===== src/rtl/chep_pkg.sv =====
// Shared constants for the clock hand endpoint: field widths, hand codes,
// divider constants and the CORDIC arctangent table. No dependencies.
`timescale 1ns / 1ps
`default_nettype none

package chep_pkg;

  // Defaults for the top-level parameters
  localparam int DEF_COORD_BITS = 12;
  localparam int DEF_PHASE_BITS = 16;

  // Time fields
  localparam int OP_BITS      = 2;
  localparam int SEC_BITS     = 6;
  localparam int MIN_BITS     = 6;
  localparam int HOUR_BITS    = 5;
  localparam int ELAPSED_BITS = 17;
  localparam int SEC_PER_MIN  = 60;
  localparam int SEC_PER_HOUR = 3600;

  // Hand kinds
  localparam logic [OP_BITS-1:0] OP_SECOND = 2'd0;
  localparam logic [OP_BITS-1:0] OP_MINUTE = 2'd1;
  localparam logic [OP_BITS-1:0] OP_HOUR   = 2'd2;
  localparam logic [OP_BITS-1:0] OP_DAY    = 2'd3;

  // Periods split as 2^POW * ODD: 60, 3600, 43200, 86400
  localparam int POW_SEC  = 2;
  localparam int POW_MIN  = 4;
  localparam int POW_HOUR = 6;
  localparam int POW_DAY  = 7;
  localparam longint unsigned ODD_SEC = 64'd15;
  localparam longint unsigned ODD_MIN = 64'd225;
  localparam longint unsigned ODD_DAY = 64'd675;

  // Reciprocal precision above the phase, and remainder width for correction
  localparam int RECIP_EXTRA = 11;
  localparam int REM_BITS    = 12;

  // Configuration
  localparam int CFG_INDEX_BITS = 2;
  localparam logic [CFG_INDEX_BITS-1:0] REG_CENTER_X = 2'd0;
  localparam logic [CFG_INDEX_BITS-1:0] REG_CENTER_Y = 2'd1;

  // CORDIC, Q2.30 values, angles in 2^-32 turn
  localparam int ANGLE_BITS   = 32;
  localparam int TRIG_BITS    = 32;
  localparam int CORDIC_STEPS = 30;
  localparam logic signed [TRIG_BITS-1:0] CORDIC_GAIN_INV = 32'sd652032874;
  localparam logic signed [TRIG_BITS-1:0] ATAN_TURN [CORDIC_STEPS] = '{
    32'sd536870912, 32'sd316933406, 32'sd167458907, 32'sd85004756,
    32'sd42667331,  32'sd21354465,  32'sd10679838,  32'sd5340245,
    32'sd2670163,   32'sd1335087,   32'sd667544,    32'sd333772,
    32'sd166886,    32'sd83443,     32'sd41722,     32'sd20861,
    32'sd10430,     32'sd5215,      32'sd2608,      32'sd1304,
    32'sd652,       32'sd326,       32'sd163,       32'sd81,
    32'sd41,        32'sd20,        32'sd10,        32'sd5,
    32'sd3,         32'sd1
  };

  // Output scaling
  localparam int FRAC_BITS   = 4;
  localparam int OUT_EXTRA   = 6;
  localparam int ROUND_SHIFT = 26;

endpackage

`default_nettype wire


===== src/rtl/chep_scale.sv =====
// Length scaling: registered length times sine and cosine, then rounding
// and the centre offset. Uses chep_pkg.
`timescale 1ns / 1ps
`default_nettype none

module chep_scale #(
  parameter int COORD_BITS = chep_pkg::DEF_COORD_BITS
) (
  input  logic                                                clk,
  input  logic                                                rst_n,
  input  logic                                                en,
  input  logic                                                in_v,
  input  logic signed [chep_pkg::TRIG_BITS-1:0]               sin_in,
  input  logic signed [chep_pkg::TRIG_BITS-1:0]               cos_in,
  input  logic [COORD_BITS-1:0]                               len_in,
  input  logic [COORD_BITS-1:0]                               center_x,
  input  logic [COORD_BITS-1:0]                               center_y,
  output logic                                                out_v,
  output logic signed [COORD_BITS+chep_pkg::OUT_EXTRA-1:0]    tip_x,
  output logic signed [COORD_BITS+chep_pkg::OUT_EXTRA-1:0]    tip_y
);
  import chep_pkg::*;

  localparam int OW = COORD_BITS + OUT_EXTRA;
  localparam int PW = COORD_BITS + TRIG_BITS + 1;
  localparam logic [PW-1:0] ROUND_HALF = PW'(1) << (ROUND_SHIFT - 1);

  logic                 v_p_r;
  logic signed [PW-1:0] prod_s_r, prod_c_r;
  logic signed [COORD_BITS:0] len_s;

  assign len_s = {1'b0, len_in};

  always_ff @(posedge clk) begin
    if (!rst_n) begin
      v_p_r <= 1'b0;
    end else if (en) begin
      v_p_r <= in_v;
    end
  end

  always_ff @(posedge clk) begin
    if (en) begin
      prod_s_r <= len_s * sin_in;
      prod_c_r <= len_s * cos_in;
    end
  end

  // round half up, then drop the fraction below four bits; wrap to the field
  logic [PW-1:0] sum_s, sum_c;
  logic [OW-1:0] term_s, term_c;
  logic [OW-1:0] base_x, base_y;

  assign sum_s  = prod_s_r + ROUND_HALF;
  assign sum_c  = prod_c_r + ROUND_HALF;
  assign term_s = sum_s[ROUND_SHIFT +: OW];
  assign term_c = sum_c[ROUND_SHIFT +: OW];
  assign base_x = OW'({center_x, {FRAC_BITS{1'b0}}});
  assign base_y = OW'({center_y, {FRAC_BITS{1'b0}}});

  assign out_v = v_p_r;
  assign tip_x = base_x + term_s;
  assign tip_y = base_y - term_c;

endmodule

`default_nettype wire


===== config.mk =====
export PLATFORM = sky130hd
export DESIGN_NAME = chep_scale
export DESIGN_NICKNAME = d
export VERILOG_FILES = /design/src/rtl/chep_pkg.sv /design/src/rtl/chep_scale.sv
export SDC_FILE = /design/constraint.sdc
export NUM_CORES = 2
export LEC_CHECK = 0
export BUFFER_PORTS_ARGS = -buffer_cell sky130_fd_sc_hd__buf_2
export CORE_MARGIN = 5
export CORE_UTILIZATION = 60
export DETAILED_ROUTE_END_ITERATION = 8
export PLACE_DENSITY = 0.78
export SLEW_MARGIN = 5
export SYNTH_ARGS = -nofsm -noshare
export SYNTH_HDL_FRONTEND = slang
export SYNTH_SLANG_ARGS = --single-unit

===== constraint.sdc =====
create_clock -name clk -period 7.6 [get_ports clk]
set_clock_uncertainty 0.15 [all_clocks]
set_input_delay 0.76 -clock clk [delete_from_list [all_inputs] [get_ports clk]]
set_output_delay 0.76 -clock clk [all_outputs]
set_load 0.01 [all_outputs]

==> results.txt <==
critical path depth: 20
biggest area consumer among synthesized cells: fa_1
clock buffer depth: 2
dpl cells: 3734
setup TNS: 0 ps
Sw Pwr: 6.87 mW
Crit Reg-Reg Startpoint: out_v
CTS tree: done
Worst path slowest cell: buf_2
Slew Limit Fails: 0
Register-to-Register Path Depth: 2
distinct cell type count of the synthesized netlist: 59
initial antenna violation count: 3
Die X: 225 um
root buf cell: clkbuf_16
wire per inst: 17.4 um
pre-CTS WS: 129 ps
Reg power frac: 0.070
Post-synth EDFFs: 38
total global routing overflow: 0
CP delay by family, top: adder cells
Starting Density: 0.610
CTS Sinks: 39
WHS Endpoint: out_v
Hold Slack: 385 ps
final setup vio count: 0
Clock power frac: 0.019
routed vias: 20400
CP Max Fanout: 47
Design Power: 12.8 mW
Comb power frac: 0.911
Pre-Repair DR Iteration Count: 5
P_leak: 15.1 nW
Min-Delay Path Class: register to register
Cell Count, Final, Fillers Out: 3743
critical path class: primary input to register
Int Pwr: 5.95 mW
post-CTS setup buffer count: 0
IO Count: 141
arrival time worst endpoint: 7130 ps
final critical-path required period: 7240 ps
Mapped Nets: 4100
crit-path max cell delay: 840 ps
WL final: 65.3 mm
period utilisation layout: 0.953
CP Cell Sequence: buf_2, buf_4, nand2_1, fa_1, inv_1, fa_1, fa_1, fa_1, inv_1, fa_1, inv_1, ha_1, and4_1, or4bb_1, a21oi_1, a211oi_2, o31ai_1, and3b_1, nor3_1, xnor2_1
first-pass GRT wire length: 112 mm
H-tree depth: 2
largest net degree at the start of global routing: 65
Hold Crit Depth: 2
vias in the first global route: 23500
nets: 4125
worst r2r dst: out_v
Gate Count Post-Synth: 3116
post-route ant nets: 0
placed inst area: 0.0289 mm2
Sw Ratio: 0.536
drc violations: 0
critical path data required time: 7490 ps
DIE HEIGHT: 225 um
area of the multi-input gates: 0.0230 mm2
max cap viols: 0
status: finished, final reports clean
Worst-path clk slew: 60 ps
slew margin rel.: 0.238
most used cell, CP: fa_1
worst setup margin: 356 ps
num rows: 78
post-synthesis async set-or-reset flop share: 0
DR iter-0 viols: 1074
Synth warnings: 0
routability congestion estimate from global placement: 0.901
Clk Latency, worst-skew pair: 290 ps
cts repair resizes: 0
Post-DP HPWL: 53.3 mm
Buf/Inv on CP: 5
Area growth, synth to finish: 4.75%
R2R setup slack: 6850 ps
layout cells sized above 1: 0.0598
sequential area share after synthesis: 0.0418
RSZ-0062 raised after global routing: no
area of the core: 0.0456 mm2
Power Density: 440 mW/mm2
Peak VDD IR: 0.447 mV
post-layout util: 0.639
fin area: 0.0291 mm2
Avg Cell Area, Syn: 8.92 um2
port bufs: 140
Post-CTS Hold Buffers: 0
post-DR vias/cell: 5.45
Storage cell area: 0.00116 mm2
Synth top area share: 0.482
critical path capture point type: register
Syn Std Cell Area: 0.0278 mm2
ys flop type: edfxtp_1
synthesized flop and latch total: 39
total CTS buffers: 5
all-layer global routing usage: 0.272
Total Die Area: 0.0507 mm2
Worst setup SP type: primary input
Min-Delay Startpoint: out_v
synth top area cells: fa_1 (48%), inv_1 (11%), ha_1 (9.5%)
Worst-Margin Slew: 1140 ps
final hold violations: 0
Max Clk Rate: 138 MHz
# fillers: 3680
==> worst min-delay path, stage by stage, from the launching register on <==
cell and delay (ps):
dfxtp_1 310, mux2i_1 120, nor2b_1 60
==> registers in the layout (all words and copies together) (netlist names) <==
signal    cells
prod_c_r     19
prod_s_r     19
out_v         1
==> power by group through the flow <==
| stage | Clock (mW) | Combinational, mW | Sequential [mW] |
|---|---|---|---|
| after global placement | 0 | 11.1 | 0.891 |
| final | 0.241 | 11.7 | 0.897 |
| after global routing | 0.255 | 13.4 | 0.911 |
| after detailed placement | 0 | 11.7 | 0.894 |
| after floorplan | 0 | 8.76 | 0.843 |
| after CTS | 0.245 | 11.8 | 0.895 |
==> cell usage in the layout, fill, tap and decap left out, types with 7 or more instances in the layout <==
cell type / count
inv_1: 818
fa_1: 669
and2_1: 414
nand2_1: 388
ha_1: 211
buf_2: 140
xnor2_1: 72
a21oi_1: 49
nor2_1: 47
edfxtp_1: 38
xor2_1: 33
o21ai_0: 30
nand3_1: 29
buf_4: 21
nand4_1: 15
o21a_1: 14
nor3_1: 13
and3_1: 13
a21o_1: 11
o21bai_1: 11
nor2b_1: 7
==> cell families (layout without fill, tap and decap cells) <==
family          count (synthesis)  count (layout)  share of synthesized area
other cells                     0               1                          0
flops                          39              39                     0.0418
buf+inv                       966             992                      0.130
simple gates                  951             951                      0.174
mux                             2               2                   0.000720
compound gates                173             173                     0.0433
fa+ha+maj                     880             880                      0.577
xor+xnor                      105             105                     0.0331
==> how the worst max path moves through the flow <==
stage,startpoint,endpoint,slack [ps]
finish,len_in[9],prod_s_r[39],360
CTS,len_in[9],prod_s_r[39],430
global placement,len_in[9],prod_s_r[39],280
floorplan,len_in[4],prod_c_r[34],1060
detailed placement,len_in[9],prod_s_r[39],130
global route,len_in[2],prod_s_r[39],50
==> cell usage after synthesis (2+ instances only) <==
cell and n:
a2111o_1 3, a21bo_2 2, nand2_1 388, and3b_1 2
o2111ai_1 2, o21ai_0 30, edfxtp_1 38, inv_1 818
and2_1 414, a221o_1 2, o21bai_1 11, ha_1 211
xor2_1 33, nand4_1 15, or3_1 3, a311oi_1 4
a21o_1 11, o211ai_1 5, nor3_1 13, nor2_1 47
o41ai_1 4, xnor2_1 72, nor3b_1 2, mux2i_1 2
o31a_1 3, nand3_1 29, o21a_1 14, or2_2 3
nand2b_1 5, and4_1 3, a211oi_2 2, fa_1 669
and3_1 13, clkbuf_1 147, a2111oi_0 4, a21oi_1 49
nor2b_1 7, o31ai_1 5, nor4_1 4, a31oi_1 5
a211oi_1 4
==> per-layer routing <==
metal	GRT usage	part of all wire
met3	0.0447	0.073
met5	0	0.00011
met1	0.343	0.39
met2	0.481	0.50
met4	0.0892	0.037
==> layout make-up <==
class                      count  share of cell area
clock inverter                 3             0.00133
clock buffer                   5             0.00430
multi-input combinational   2111               0.790
inverter                     818               0.105
antenna                        1           0.0000860
sequential                    39              0.0399
timing repair buffer         166              0.0329
tap                          600              0.0258
Power figures use the tool's default switching activity.
