$ cat config.mk
export PLATFORM = sky130hd
export DESIGN_NAME = chep_outbuf
export DESIGN_NICKNAME = d
export VERILOG_FILES = /design/src/rtl/chep_pkg.sv /design/src/rtl/chep_outbuf.sv
export SDC_FILE = /design/constraint.sdc
export NUM_CORES = 1
export LEC_CHECK = 0
export ABC_AREA = 1
export BUFFER_PORTS_ARGS = -buffer_cell sky130_fd_sc_hd__clkbuf_2
export CAP_MARGIN = 20
export CORE_MARGIN = 4
export CORE_UTILIZATION = 55
export DETAILED_ROUTE_END_ITERATION = 12
export PLACE_DENSITY = 0.92
export SLEW_MARGIN = 40
export SYNTH_ARGS = -nofsm -noshare
export SYNTH_HDL_FRONTEND = slang
export SYNTH_SLANG_ARGS = --single-unit
$ cat constraint.sdc
create_clock -name clk -period 6.7 [get_ports clk]
set_input_delay 0.67 -clock clk [delete_from_list [all_inputs] [get_ports clk]]
set_output_delay 0.67 -clock clk [all_outputs]
set_load 0.1 [all_outputs]
$ cat src/rtl/chep_pkg.sv
// Shared constants for the clock hand endpoint: field widths, hand codes,
// divider constants and the CORDIC arctangent table. No dependencies.
`timescale 1ns / 1ps
`default_nettype none

package chep_pkg;

  // Defaults for the top-level parameters
  localparam int DEF_COORD_BITS = 12;
  localparam int DEF_PHASE_BITS = 16;

  // Time fields
  localparam int OP_BITS      = 2;
  localparam int SEC_BITS     = 6;
  localparam int MIN_BITS     = 6;
  localparam int HOUR_BITS    = 5;
  localparam int ELAPSED_BITS = 17;
  localparam int SEC_PER_MIN  = 60;
  localparam int SEC_PER_HOUR = 3600;

  // Hand kinds
  localparam logic [OP_BITS-1:0] OP_SECOND = 2'd0;
  localparam logic [OP_BITS-1:0] OP_MINUTE = 2'd1;
  localparam logic [OP_BITS-1:0] OP_HOUR   = 2'd2;
  localparam logic [OP_BITS-1:0] OP_DAY    = 2'd3;

  // Periods split as 2^POW * ODD: 60, 3600, 43200, 86400
  localparam int POW_SEC  = 2;
  localparam int POW_MIN  = 4;
  localparam int POW_HOUR = 6;
  localparam int POW_DAY  = 7;
  localparam longint unsigned ODD_SEC = 64'd15;
  localparam longint unsigned ODD_MIN = 64'd225;
  localparam longint unsigned ODD_DAY = 64'd675;

  // Reciprocal precision above the phase, and remainder width for correction
  localparam int RECIP_EXTRA = 11;
  localparam int REM_BITS    = 12;

  // Configuration
  localparam int CFG_INDEX_BITS = 2;
  localparam logic [CFG_INDEX_BITS-1:0] REG_CENTER_X = 2'd0;
  localparam logic [CFG_INDEX_BITS-1:0] REG_CENTER_Y = 2'd1;

  // CORDIC, Q2.30 values, angles in 2^-32 turn
  localparam int ANGLE_BITS   = 32;
  localparam int TRIG_BITS    = 32;
  localparam int CORDIC_STEPS = 30;
  localparam logic signed [TRIG_BITS-1:0] CORDIC_GAIN_INV = 32'sd652032874;
  localparam logic signed [TRIG_BITS-1:0] ATAN_TURN [CORDIC_STEPS] = '{
    32'sd536870912, 32'sd316933406, 32'sd167458907, 32'sd85004756,
    32'sd42667331,  32'sd21354465,  32'sd10679838,  32'sd5340245,
    32'sd2670163,   32'sd1335087,   32'sd667544,    32'sd333772,
    32'sd166886,    32'sd83443,     32'sd41722,     32'sd20861,
    32'sd10430,     32'sd5215,      32'sd2608,      32'sd1304,
    32'sd652,       32'sd326,       32'sd163,       32'sd81,
    32'sd41,        32'sd20,        32'sd10,        32'sd5,
    32'sd3,         32'sd1
  };

  // Output scaling
  localparam int FRAC_BITS   = 4;
  localparam int OUT_EXTRA   = 6;
  localparam int ROUND_SHIFT = 26;

endpackage

`default_nettype wire

$ cat src/rtl/chep_outbuf.sv
// Output register with one skid word; its ready holds the whole pipeline.
// Uses chep_pkg for the field widths.
`timescale 1ns / 1ps
`default_nettype none

module chep_outbuf #(
  parameter int COORD_BITS = chep_pkg::DEF_COORD_BITS
) (
  input  logic                                             clk,
  input  logic                                             rst_n,
  input  logic                                             up_valid,
  input  logic signed [COORD_BITS+chep_pkg::OUT_EXTRA-1:0] up_tip_x,
  input  logic signed [COORD_BITS+chep_pkg::OUT_EXTRA-1:0] up_tip_y,
  output logic                                             up_ready,
  output logic                                             out_valid,
  input  logic                                             out_stall,
  output logic signed [COORD_BITS+chep_pkg::OUT_EXTRA-1:0] out_tip_x,
  output logic signed [COORD_BITS+chep_pkg::OUT_EXTRA-1:0] out_tip_y
);
  import chep_pkg::*;

  localparam int OW = COORD_BITS + OUT_EXTRA;

  logic                 out_v_r, out_v_nxt;
  logic                 skid_v_r, skid_v_nxt;
  logic signed [OW-1:0] out_x_r, out_x_nxt, out_y_r, out_y_nxt;
  logic signed [OW-1:0] skid_x_r, skid_x_nxt, skid_y_r, skid_y_nxt;
  logic                 take, up_fire;

  assign take    = out_v_r & ~out_stall;
  assign up_fire = up_valid & ~skid_v_r;

  always_comb begin
    out_v_nxt  = out_v_r;
    skid_v_nxt = skid_v_r;
    out_x_nxt  = out_x_r;
    out_y_nxt  = out_y_r;
    skid_x_nxt = skid_x_r;
    skid_y_nxt = skid_y_r;
    if (up_fire) begin
      if (!out_v_r || take) begin
        out_v_nxt = 1'b1;
        out_x_nxt = up_tip_x;
        out_y_nxt = up_tip_y;
      end else begin
        // output held: park the word
        skid_v_nxt = 1'b1;
        skid_x_nxt = up_tip_x;
        skid_y_nxt = up_tip_y;
      end
    end else if (take) begin
      out_v_nxt  = skid_v_r;
      out_x_nxt  = skid_x_r;
      out_y_nxt  = skid_y_r;
      skid_v_nxt = 1'b0;
    end
  end

  always_ff @(posedge clk) begin
    if (!rst_n) begin
      out_v_r  <= 1'b0;
      skid_v_r <= 1'b0;
    end else begin
      out_v_r  <= out_v_nxt;
      skid_v_r <= skid_v_nxt;
    end
  end

  always_ff @(posedge clk) begin
    out_x_r  <= out_x_nxt;
    out_y_r  <= out_y_nxt;
    skid_x_r <= skid_x_nxt;
    skid_y_r <= skid_y_nxt;
  end

  assign up_ready  = ~skid_v_r;
  assign out_valid = out_v_r;
  assign out_tip_x = out_x_r;
  assign out_tip_y = out_y_r;

endmodule

`default_nettype wire

==> impl_metrics.json <==
{
  "grt_max_degree": 39,
  "coreArea_um2": 4786,
  "period_needed_ns": 2.349,
  "hold_class": "flop to flop",
  "fill_cells": 322,
  "setup-tns-final_ns": 0,
  "fp.dieH_um": 78.62,
  "syn_area_um2": 2743,
  "totalWireLength_um": 5027,
  "cts.sinks": 74,
  "drv_slew": 0,
  "worst_r2r_path_depth": 4,
  "fin_crit_sh_pct": 35.05,
  "crit-reg2reg-launch": "skid_v_r$_SDFFE_PN0P_",
  "worstHoldStart": "skid_y_r[3]$_DFFE_PP_",
  "p_switching_uw": 347.6,
  "synth_cells": 207,
  "startpoint_type": "input port",
  "grt_overflow": 0,
  "synth_cell_types": 12,
  "start_util_pct": 57.31,
  "grt_usage_pct": 17.69,
  "yosysSeqAreaShare_pct": 80.29,
  "seqPwrFrac_pct": 47.4,
  "antenna_found_initial": 0,
  "nets": 330,
  "rsz0062_at_grt": "false",
  "num_vias": 1741,
  "post_cts_resized": 0,
  "status": "finished, final reports clean",
  "powerDensity_nw_per_um2": 338.7,
  "viasPerCell": 4.823,
  "syn_nets": 247,
  "worstPathArrival_ns": 2.35,
  "r2r-end": "skid_x_r[9]$_DFFE_PP_",
  "dpl-instance-area_um2": 3192,
  "place_congestion": 0.6829,
  "worstPathRequired_ns": 6.70,
  "grt_pass1_vias": 1641,
  "cap_violations": 0,
  "yosys_warnings": 0,
  "grt_pass1_wl_um": 7983,
  "post_cts_buffers": 0,
  "power_frac_clock_pct": 33.3,
  "worstHoldPathCells": 2,
  "finalHoldViolCount": 0,
  "io_buffers": 77,
  "cts_tree": "built",
  "dr.first_iter.drc_count": 137,
  "yosysTopAreaCellShare_pct": 78.83,
  "yosysTopAreaCell": "edfxtp_1",
  "holdPathEnd": "out_tip_y[3]$_DFFE_PP_",
  "met2_usage_pct": 28.69,
  "cts_max_level": 3,
  "final_antenna_net_count": 0,
  "synth_seq_cells": 74,
  "cts_buffer_depth": 2,
  "synthTopCellsByArea": "edfxtp_1 (79%), nand2_1 (16%), dfxtp_1 (1.5%)",
  "area_growth_pct": 24.73,
  "io_pins": 78,
  "layout_common_cells": "nand2_1 (114), clkbuf_2 (77), edfxtp_1 (72)",
  "post-dp-hpwl_um": 3514,
  "clk_latency_ns": 0.33,
  "path_max_fanout": 37,
  "fmax_mhz": 425.8,
  "fin_area_um2": 3421,
  "worst_pin_slew_ns": 0.7761,
  "clockRootBuffer": "clkbuf_8",
  "skew_ns": 0.008145,
  "p_comb_share_pct": 19.4,
  "avgSynthCellArea_um2": 13.25,
  "clk_pin_slew_worst_paths_ns": 0.06,
  "row_count": 25,
  "top_usage_layer": "met2",
  "die_w_um": 78.62,
  "setup.worst_path.end_class": "flop",
  "r2r_setup_slack_ns": 4.45,
  "grt_use_met3_pct": 3.440,
  "met1_usage_pct": 22.06,
  "drive_above_1_share_pct": 32.99,
  "path_class": "input port to flop",
  "crit_path_start": "up_valid",
  "relSlewSlack_pct": 48.14,
  "drc": 0,
  "swShare_pct": 30.00,
  "ir_drop_v": 0.0001868,
  "drtPass1Iterations": 4,
  "dieArea_um2": 6180,
  "antennaDiodeCount": 0,
  "internal_power_uw": 811.0,
  "wl_per_cell_um": 13.93,
  "holdBufCountCts": 0,
  "cts_inserted_buffers": 9,
  "final_common_cell": "nand2_1",
  "p_leak_nw": 1.528,
  "finalSetupViolCount": 0
}
synthesized netlist by cell type, drive strengths merged:
cell / number
buf: 7
nand2: 115
nor2: 1
dfxtp: 2
a21oi: 1
edfxtp: 72
inv: 7
nand3: 1
o21ai: 1
per-stage QoR:
| stage | setup slack (ns) | hold WS (ns) | instances | power (mW) | util (%) |
|---|---|---|---|---|---|
| 6_report | 4.351 | 0.5195 | 361 | 1.159 | 71.48 |
| 3_3_place_gp | 4.129 | 0.5002 | 345 | 0.7781 | 66.38 |
| 4_1_cts | 4.347 | 0.5086 | 361 | 1.166 | 71.48 |
| 5_1_grt | 4.188 | 0.5034 | 361 | 1.195 | 71.48 |
| 3_5_place_dp | 3.996 | 0.5041 | 346 | 0.7843 | 66.69 |
| 2_1_floorplan | 2.683 | 0.4943 | 207 | 0.7442 | - |
worst max-delay path by stage:
stage / end / slack (ns) / cells past startpoint
4_1_cts: skid_x_r[9]$_DFFE_PP_ / 4.35 / 6
2_1_floorplan: out_tip_x[0]$_DFFE_PP_ / 2.68 / 4
6_report: skid_x_r[9]$_DFFE_PP_ / 4.35 / 6
3_3_place_gp: skid_x_r[11]$_DFFE_PP_ / 4.13 / 6
5_1_grt: skid_x_r[9]$_DFFE_PP_ / 4.19 / 6
3_5_place_dp: skid_x_r[10]$_DFFE_PP_ / 4.00 / 6
cell families (layout without fill, tap and decap cells):
group,count (synthesis),count (layout),share of synthesized area [%]
AO/OA/AOI/OAI,2,2,0.3646
buffers and inverters,14,101,2.919
flip-flops,74,74,80.29
AND/OR/NAND/NOR,117,117,16.42
power groups by stage:
stage	Clock [mW]	Combinational (mW)	Sequential [mW]
floorplan	0	0.0357	0.709
global placement	0	0.220	0.558
finish	0.385	0.225	0.549
detailed placement	0	0.225	0.559
global route	0.410	0.235	0.551
CTS	0.391	0.226	0.549
flip-flops by register name, summed over array words and instances, names as in the netlist:
name       cells
out_tip_x     18
out_tip_y     18
out_valid      1
skid_v_r       1
skid_x_r      18
skid_y_r      18
area by class of cell:
cell class	count	area [um^2]	share of cell area [%]
multi-input cells	119	471.7	13.79
flip-flops and latches	74	2202	64.37
inverters	7	26.28	0.7681
well taps	67	83.83	2.451
clock inverters	2	60.06	1.756
repair buffers	79	407.9	11.92
clock buffers	13	168.9	4.938
worst max-delay path: stages:
cell      delay [ns]
clkbuf_2        0.10
inv_1           0.06
nor2_4          0.59
nand2_1         0.17
inv_1           0.33
buf_4           0.41
layer usage:
layer | vias to the layer above | part of all wire, %
met5 | - | 0
met4 | 0 | 1.6
met3 | 6 | 7.1
met2 | 79 | 50
met1 | 802 | 41
li1 | 854 | -
(Power assumes the default switching activity.)
