==> config.mk <==
export PLATFORM = sky130hd
export DESIGN_NAME = chep_phase
export DESIGN_NICKNAME = d
export VERILOG_FILES = /design/src/rtl/chep_pkg.sv /design/src/rtl/chep_phase.sv
export SDC_FILE = /design/constraint.sdc
export NUM_CORES = 1
export LEC_CHECK = 0
export ABC_AREA = 1
export ABC_CLOCK_PERIOD_IN_PS = 12800
export BUFFER_PORTS_ARGS = -buffer_cell sky130_fd_sc_hd__buf_2
export CAP_MARGIN = 20
export CORE_MARGIN = 2
export CORE_UTILIZATION = 35
export CTS_CLUSTER_SIZE = 20
export DETAILED_ROUTE_END_ITERATION = 10
export PLACE_DENSITY = 0.54
export SETUP_SLACK_MARGIN = 0.3
export SLEW_MARGIN = 20
export SYNTH_ARGS = -nofsm -noshare
export SYNTH_HDL_FRONTEND = slang
export SYNTH_SLANG_ARGS = --single-unit
==> constraint.sdc <==
create_clock -name clk -period 12.8 [get_ports clk]
set_input_delay 2.56 -clock clk [delete_from_list [all_inputs] [get_ports clk]]
set_output_delay 2.56 -clock clk [all_outputs]
set_load 0.02 [all_outputs]
==> src/rtl/chep_pkg.sv <==
// Shared constants for the clock hand endpoint: field widths, hand codes,
// divider constants and the CORDIC arctangent table. No dependencies.
`timescale 1ns / 1ps
`default_nettype none

package chep_pkg;

  // Defaults for the top-level parameters
  localparam int DEF_COORD_BITS = 12;
  localparam int DEF_PHASE_BITS = 16;

  // Time fields
  localparam int OP_BITS      = 2;
  localparam int SEC_BITS     = 6;
  localparam int MIN_BITS     = 6;
  localparam int HOUR_BITS    = 5;
  localparam int ELAPSED_BITS = 17;
  localparam int SEC_PER_MIN  = 60;
  localparam int SEC_PER_HOUR = 3600;

  // Hand kinds
  localparam logic [OP_BITS-1:0] OP_SECOND = 2'd0;
  localparam logic [OP_BITS-1:0] OP_MINUTE = 2'd1;
  localparam logic [OP_BITS-1:0] OP_HOUR   = 2'd2;
  localparam logic [OP_BITS-1:0] OP_DAY    = 2'd3;

  // Periods split as 2^POW * ODD: 60, 3600, 43200, 86400
  localparam int POW_SEC  = 2;
  localparam int POW_MIN  = 4;
  localparam int POW_HOUR = 6;
  localparam int POW_DAY  = 7;
  localparam longint unsigned ODD_SEC = 64'd15;
  localparam longint unsigned ODD_MIN = 64'd225;
  localparam longint unsigned ODD_DAY = 64'd675;

  // Reciprocal precision above the phase, and remainder width for correction
  localparam int RECIP_EXTRA = 11;
  localparam int REM_BITS    = 12;

  // Configuration
  localparam int CFG_INDEX_BITS = 2;
  localparam logic [CFG_INDEX_BITS-1:0] REG_CENTER_X = 2'd0;
  localparam logic [CFG_INDEX_BITS-1:0] REG_CENTER_Y = 2'd1;

  // CORDIC, Q2.30 values, angles in 2^-32 turn
  localparam int ANGLE_BITS   = 32;
  localparam int TRIG_BITS    = 32;
  localparam int CORDIC_STEPS = 30;
  localparam logic signed [TRIG_BITS-1:0] CORDIC_GAIN_INV = 32'sd652032874;
  localparam logic signed [TRIG_BITS-1:0] ATAN_TURN [CORDIC_STEPS] = '{
    32'sd536870912, 32'sd316933406, 32'sd167458907, 32'sd85004756,
    32'sd42667331,  32'sd21354465,  32'sd10679838,  32'sd5340245,
    32'sd2670163,   32'sd1335087,   32'sd667544,    32'sd333772,
    32'sd166886,    32'sd83443,     32'sd41722,     32'sd20861,
    32'sd10430,     32'sd5215,      32'sd2608,      32'sd1304,
    32'sd652,       32'sd326,       32'sd163,       32'sd81,
    32'sd41,        32'sd20,        32'sd10,        32'sd5,
    32'sd3,         32'sd1
  };

  // Output scaling
  localparam int FRAC_BITS   = 4;
  localparam int OUT_EXTRA   = 6;
  localparam int ROUND_SHIFT = 26;

endpackage

`default_nettype wire

==> src/rtl/chep_phase.sv <==
// Phase front end: elapsed units, reciprocal multiply and remainder correction.
// Four register stages; uses chep_pkg.
`timescale 1ns / 1ps
`default_nettype none

module chep_phase #(
  parameter int COORD_BITS = chep_pkg::DEF_COORD_BITS,
  parameter int PHASE_BITS = chep_pkg::DEF_PHASE_BITS
) (
  input  logic                              clk,
  input  logic                              rst_n,
  input  logic                              en,
  input  logic                              in_v,
  input  logic [chep_pkg::OP_BITS-1:0]      op,
  input  logic [chep_pkg::SEC_BITS-1:0]     seconds,
  input  logic [chep_pkg::MIN_BITS-1:0]     minutes,
  input  logic [chep_pkg::HOUR_BITS-1:0]    hours,
  input  logic [COORD_BITS-1:0]             len_in,
  output logic                              out_v,
  output logic [PHASE_BITS-1:0]             phase,
  output logic [COORD_BITS-1:0]             len_out
);
  import chep_pkg::*;

  localparam int EW  = ELAPSED_BITS;
  localparam int MW  = PHASE_BITS + 8;
  localparam int PRW = EW + MW;
  localparam int NW  = EW + PHASE_BITS;
  localparam int RW  = REM_BITS;
  localparam int QW  = (PHASE_BITS > RW) ? PHASE_BITS : RW;
  localparam longint unsigned RECIP_K = 64'd1 << (PHASE_BITS + RECIP_EXTRA);
  localparam logic [MW-1:0] MUL_SEC = MW'(RECIP_K / ODD_SEC);
  localparam logic [MW-1:0] MUL_MIN = MW'(RECIP_K / ODD_MIN);
  localparam logic [MW-1:0] MUL_DAY = MW'(RECIP_K / ODD_DAY);

  // Stage A: elapsed units
  logic                  v_a_r;
  logic [OP_BITS-1:0]    op_a_r;
  logic [COORD_BITS-1:0] len_a_r;
  logic [EW-1:0]         e_a_r;
  logic [EW-1:0]         e_nxt;
  logic [EW-1:0]         e_sec, e_min, e_hr;

  assign e_sec = EW'(seconds);
  assign e_min = EW'(minutes) * EW'(SEC_PER_MIN);
  assign e_hr  = EW'(hours) * EW'(SEC_PER_HOUR);

  always_comb begin
    case (op)
      OP_SECOND: e_nxt = e_sec;
      OP_MINUTE: e_nxt = e_min + e_sec;
      default:   e_nxt = e_hr + e_min + e_sec;
    endcase
  end

  // Stage B: elapsed times reciprocal; low bits of elapsed << shift
  logic                  v_b_r;
  logic [OP_BITS-1:0]    op_b_r;
  logic [COORD_BITS-1:0] len_b_r;
  logic [PRW-1:0]        prod_b_r;
  logic [RW-1:0]         nlo_b_r;
  logic [MW-1:0]         mul_sel;
  logic [NW-1:0]         n_wide;

  always_comb begin
    case (op_a_r)
      OP_SECOND: begin
        mul_sel = MUL_SEC;
        n_wide  = NW'(e_a_r) << (PHASE_BITS - POW_SEC);
      end
      OP_MINUTE: begin
        mul_sel = MUL_MIN;
        n_wide  = NW'(e_a_r) << (PHASE_BITS - POW_MIN);
      end
      OP_HOUR: begin
        mul_sel = MUL_DAY;
        n_wide  = NW'(e_a_r) << (PHASE_BITS - POW_HOUR);
      end
      default: begin
        mul_sel = MUL_DAY;
        n_wide  = NW'(e_a_r) << (PHASE_BITS - POW_DAY);
      end
    endcase
  end

  // Stage C: quotient estimate and its product with the odd divisor
  logic                  v_c_r;
  logic [OP_BITS-1:0]    op_c_r;
  logic [COORD_BITS-1:0] len_c_r;
  logic [PHASE_BITS-1:0] q0_c_r;
  logic [RW-1:0]         qb_c_r;
  logic [RW-1:0]         nlo_c_r;
  logic [QW-1:0]         q0;
  logic [RW-1:0]         odd_b;

  always_comb begin
    case (op_b_r)
      OP_SECOND: begin
        q0    = prod_b_r[(RECIP_EXTRA + POW_SEC) +: QW];
        odd_b = RW'(ODD_SEC);
      end
      OP_MINUTE: begin
        q0    = prod_b_r[(RECIP_EXTRA + POW_MIN) +: QW];
        odd_b = RW'(ODD_MIN);
      end
      OP_HOUR: begin
        q0    = prod_b_r[(RECIP_EXTRA + POW_HOUR) +: QW];
        odd_b = RW'(ODD_DAY);
      end
      default: begin
        q0    = prod_b_r[(RECIP_EXTRA + POW_DAY) +: QW];
        odd_b = RW'(ODD_DAY);
      end
    endcase
  end

  // Stage D: estimate is low by at most one; bump it when the remainder overflows
  logic                  v_d_r;
  logic [COORD_BITS-1:0] len_d_r;
  logic [PHASE_BITS-1:0] phase_d_r;
  logic [RW-1:0]         odd_c;
  logic [RW-1:0]         rem;
  logic                  bump;

  always_comb begin
    case (op_c_r)
      OP_SECOND: odd_c = RW'(ODD_SEC);
      OP_MINUTE: odd_c = RW'(ODD_MIN);
      default:   odd_c = RW'(ODD_DAY);
    endcase
  end

  assign rem  = nlo_c_r - qb_c_r;
  assign bump = (rem >= odd_c);

  always_ff @(posedge clk) begin
    if (!rst_n) begin
      v_a_r <= 1'b0;
      v_b_r <= 1'b0;
      v_c_r <= 1'b0;
      v_d_r <= 1'b0;
    end else if (en) begin
      v_a_r <= in_v;
      v_b_r <= v_a_r;
      v_c_r <= v_b_r;
      v_d_r <= v_c_r;
    end
  end

  always_ff @(posedge clk) begin
    if (en) begin
      op_a_r    <= op;
      len_a_r   <= len_in;
      e_a_r     <= e_nxt;
      op_b_r    <= op_a_r;
      len_b_r   <= len_a_r;
      prod_b_r  <= PRW'(e_a_r) * PRW'(mul_sel);
      nlo_b_r   <= n_wide[RW-1:0];
      op_c_r    <= op_b_r;
      len_c_r   <= len_b_r;
      q0_c_r    <= q0[PHASE_BITS-1:0];
      qb_c_r    <= q0[RW-1:0] * odd_b;
      nlo_c_r   <= nlo_b_r;
      len_d_r   <= len_c_r;
      phase_d_r <= q0_c_r + PHASE_BITS'(bump);
    end
  end

  assign out_v   = v_d_r;
  assign phase   = phase_d_r;
  assign len_out = len_d_r;

endmodule

`default_nettype wire

==> summary by stage <==
Outcome
The flow ran to the end, and the final reports show no timing, DRC or antenna violations.

Die
The vertical die dimension is 228.6 µm. The core area is 49970 µm². The starting utilization of the core area is 35.34%. The number of rows in the core area is 82.

The die covers 52260 µm². 64 I/O pins were placed. The width of the chip is 228.6 µm.

Min path
The number of cells on the worst hold path is 0. The worst hold-check path type is reg -> reg. In this run the most critical hold path is launched from len_a_r[1].

Critical path
The endpoint identified for the worst register-to-register timing path is prod_b_r[32]. The cell depth of the worst flop-to-flop path is 23. At the worst endpoint, the arrival time is 8.06 ns.

The element type at the critical path end is a register. In this run the worst path has a maximum fanout of 28. The critical path launch point type is a register. The critical path ends at prod_b_r[32].

The startpoint identified for the worst register-to-register timing path is op_a_r[1]. The type of the worst setup path is reg -> reg. In this run the register-to-register setup slack is 4.95 ns. Tracing the worst setup path back leads to its startpoint at op_a_r[1].

STA puts the critical path data required time at 13.01 ns.

Place
The half-perimeter wire length of the detailed placement result is 41460 µm. The count of buffers inserted at the top-level ports is 63. The congestion estimate from routability-driven global placement came to 1.004.

Timing
Setup repair after global routing left no endpoint under its margin. The total setup violations reported at the end of the flow is 0. The final hold violation count is 0. The final worst-path cycle share is 61.35%. The worst slew margin relative to its limit is 33.22%. The minimum clock period after layout is 7.853 ns.

For the pin with the worst max-slew slack, the measured transition is 1.002 ns. The final-report max-slew violation count is 0. The worst clock skew on the final layout is 0.02150 ns. Setup total negative slack on the finished layout was measured at 0 ns. Derived from the worst setup path, the maximum achievable clock frequency is 127.3 MHz.

Layout
The post-route netlist has 6.083% of its cells at a drive strength greater than 1. The number of antenna repair diodes is 0. The net total in the final layout is 2532. Relative to the synthesized area, the layout overhead comes to 9.489%.

Global route
Global routing used 18.89% of the available tracks across all layers. The via count of the first global-routing pass is 13390. The first-pass GRT wire length is 75380 µm. The largest net degree at the start of global routing is 76. Summed over all layers, the global routing overflow is 0. The initial antenna violation count is 0.

Yosys
The area of the mapped netlist is 17660 µm². In this run the mean area of a mapped cell was 8.931 µm². Measured against the total synthesized area, the mux share comes to 0%.

The Yosys step of the flow raised 0 warnings. The sequential element share of the synthesized area is 24.43%. The total of flip-flops plus latches after synthesis is 145.

After synthesis, the share of flip-flops with an asynchronous set or reset is 0%. The area share of fa/ha/maj cells after synthesis is 40.66%. The most common flop cell mapped by yosys is sky130_fd_sc_hd__edfxtp_1.

The post-synthesis cell count is 1977. The largest family of logic cells by synthesized area is adder cells. The share of the synthesized area in compound gates (AO/OA/AOI/OAI) is 6.300%. The synthesized design contains 141 enable-type register cells. The number of different library cells used by synthesis comes to 52. The simple-gate area share of the yosys netlist is 13.64%. The synthesized netlist devotes 3.217% of its cell area to XOR and XNOR gates.

Clock network
The post-cts resize count is 0. The total number of clock tree sinks is 145. The clock-pin transition on the worst setup and hold timing paths is 0.07 ns. The clock passes through at most 2 buffers. The CTS tree is done. The clock latency on the worst-skew pair is 0.46 ns. The deepest level of the CTS H-tree is 4. In this run, post-CTS hold repair placed 0 buffers. Buffers added to address setup during post-CTS repair amount to 0.

The tree is rooted in a sky130_fd_sc_hd__clkbuf_16. TritonCTS created 17 clock buffers.

Routing
The ratio of routed vias to standard cells is 4.722. The detailed router finished its first iteration with 824 violations. The pre-antenna-repair detailed-routing pass consisted of 5 iterations.

The total wire length is 47860 µm. After detailed routing, the average wire length per cell comes to 17.55 µm. Across all layers, the routed design uses 12880 vias. The antenna violation net count after detailed routing is 0. For this run, design rule violations remaining after detail routing come to 0.

Run
The total of max-cap violations is 0.
per-stage QoR:
step	worst slack, ns	util, %	hold WS (ns)	cells	cell area, µm²
3_3_place_gp	4.882	37.50	0.4002	2695	18740
5_1_grt	4.601	38.69	0.4190	2727	19330
4_1_cts	4.958	38.68	0.4167	2727	19330
3_5_place_dp	4.987	37.50	0.4045	2695	18740
6_report	4.947	38.69	0.4176	2727	19330
2_1_floorplan	6.346	-	0.4003	1979	17660
cell families after synthesis:
| family | Yosys count |
|---|---|
| and+or+nand+nor | 579 |
| DFF | 145 |
| adders and majority gates | 455 |
| buffers and inverters | 544 |
| other | 2 |
| xor gates and xnor gates | 64 |
| AOI/OAI and AO/OA | 188 |
how the worst min path moves through the flow:
stage / endpoint / slack [ns]
2_1_floorplan: len_b_r[0] / 0.40
4_1_cts: len_out[5] / 0.42
3_3_place_gp: len_c_r[1] / 0.40
3_5_place_dp: len_c_r[4] / 0.40
6_report: len_b_r[1] / 0.42
5_1_grt: len_b_r[1] / 0.42
cell type report:
type,count,area [µm²]
multi-input cells,1290,11290
clock buffers,18,429.2
flip-flops and latches,145,4314
well taps,672,840.8
repair buffers,65,336.6
inverters,523,1963
clock inverters,14,161.4
fillers,5078,30630
sequential cells by signal (all words and copies together) (netlist names):
register,flops
e_a_r,17
len_a_r,12
len_b_r,12
len_c_r,12
len_out,12
nlo_b_r,3
nlo_c_r,3
op_a_r,2
op_b_r,2
op_c_r,2
out_v,1
phase,16
prod_b_r,21
q0_c_r,16
qb_c_r,11
v_a_r,1
v_b_r,1
v_c_r,1
cells in the final DEF (no fill, tap or decap), types with 19 or more instances in the layout:
| cell | count |
|---|---|
| sky130_fd_sc_hd__inv_1 | 519 |
| sky130_fd_sc_hd__nand2_1 | 283 |
| sky130_fd_sc_hd__ha_1 | 257 |
| sky130_fd_sc_hd__fa_1 | 198 |
| sky130_fd_sc_hd__nor2_1 | 178 |
| sky130_fd_sc_hd__edfxtp_1 | 141 |
| sky130_fd_sc_hd__a21oi_1 | 71 |
| sky130_fd_sc_hd__nand3_1 | 63 |
| sky130_fd_sc_hd__buf_2 | 62 |
| sky130_fd_sc_hd__o21ai_0 | 51 |
| sky130_fd_sc_hd__xor2_1 | 44 |
| sky130_fd_sc_hd__xnor2_1 | 19 |
worst max-delay path, stage by stage (launching register included):
cell	delay [ns]
sky130_fd_sc_hd__edfxtp_1	0.32
sky130_fd_sc_hd__buf_4	0.34
sky130_fd_sc_hd__inv_2	0.17
sky130_fd_sc_hd__nand2_1	0.49
sky130_fd_sc_hd__inv_1	0.56
sky130_fd_sc_hd__nor2_1	0.75
sky130_fd_sc_hd__fa_1	0.56
sky130_fd_sc_hd__fa_1	0.47
sky130_fd_sc_hd__ha_1	0.33
sky130_fd_sc_hd__fa_1	0.51
sky130_fd_sc_hd__fa_1	0.54
sky130_fd_sc_hd__inv_1	0.06
sky130_fd_sc_hd__fa_1	0.56
sky130_fd_sc_hd__inv_1	0.05
sky130_fd_sc_hd__ha_1	0.36
sky130_fd_sc_hd__nand2_1	0.14
sky130_fd_sc_hd__nor2_1	0.16
sky130_fd_sc_hd__inv_1	0.10
sky130_fd_sc_hd__nor2_1	0.27
sky130_fd_sc_hd__a21oi_1	0.18
sky130_fd_sc_hd__o21bai_1	0.36
sky130_fd_sc_hd__nand3_1	0.17
sky130_fd_sc_hd__nand3_1	0.10
sky130_fd_sc_hd__nand2_1	0.06
cells in the mapped netlist, types with 5 or more instances:
cell type | number | share of area, %
sky130_fd_sc_hd__inv_1 | 519 | 11
sky130_fd_sc_hd__nand2_1 | 283 | 6.0
sky130_fd_sc_hd__ha_1 | 257 | 18
sky130_fd_sc_hd__fa_1 | 198 | 22
sky130_fd_sc_hd__nor2_1 | 179 | 3.8
sky130_fd_sc_hd__edfxtp_1 | 141 | 24
sky130_fd_sc_hd__a21oi_1 | 71 | 2.0
sky130_fd_sc_hd__nand3_1 | 63 | 1.8
sky130_fd_sc_hd__o21ai_0 | 51 | 1.4
sky130_fd_sc_hd__xor2_1 | 44 | 2.2
sky130_fd_sc_hd__xnor2_1 | 19 | 0.94
sky130_fd_sc_hd__nand4_1 | 16 | 0.57
sky130_fd_sc_hd__o21bai_1 | 9 | 0.38
sky130_fd_sc_hd__a21o_1 | 8 | 0.34
sky130_fd_sc_hd__a31oi_1 | 8 | 0.28
sky130_fd_sc_hd__clkbuf_1 | 8 | 0.17
sky130_fd_sc_hd__nor3_1 | 8 | 0.23
sky130_fd_sc_hd__o211ai_1 | 8 | 0.34
sky130_fd_sc_hd__buf_2 | 7 | 0.20
sky130_fd_sc_hd__nand2_2 | 7 | 0.25
sky130_fd_sc_hd__a211oi_1 | 6 | 0.26
sky130_fd_sc_hd__o2111ai_1 | 5 | 0.25
sky130_fd_sc_hd__o21a_1 | 5 | 0.21
routing by layer:
| metal | routed length, µm | vias to the layer above | track usage, % |
|---|---|---|---|
| met4 | 1462 | 0 | 6.658 |
| met2 | 23640 | 260 | 32.82 |
| met5 | 0 | - | 0 |
| met3 | 1453 | 66 | 2.208 |
| met1 | 21300 | 6239 | 24.27 |
| li1 | - | 6311 | - |
Power is not shown: default switching activity piles up to over one toggle a cycle in this logic, so the estimate is an artifact.
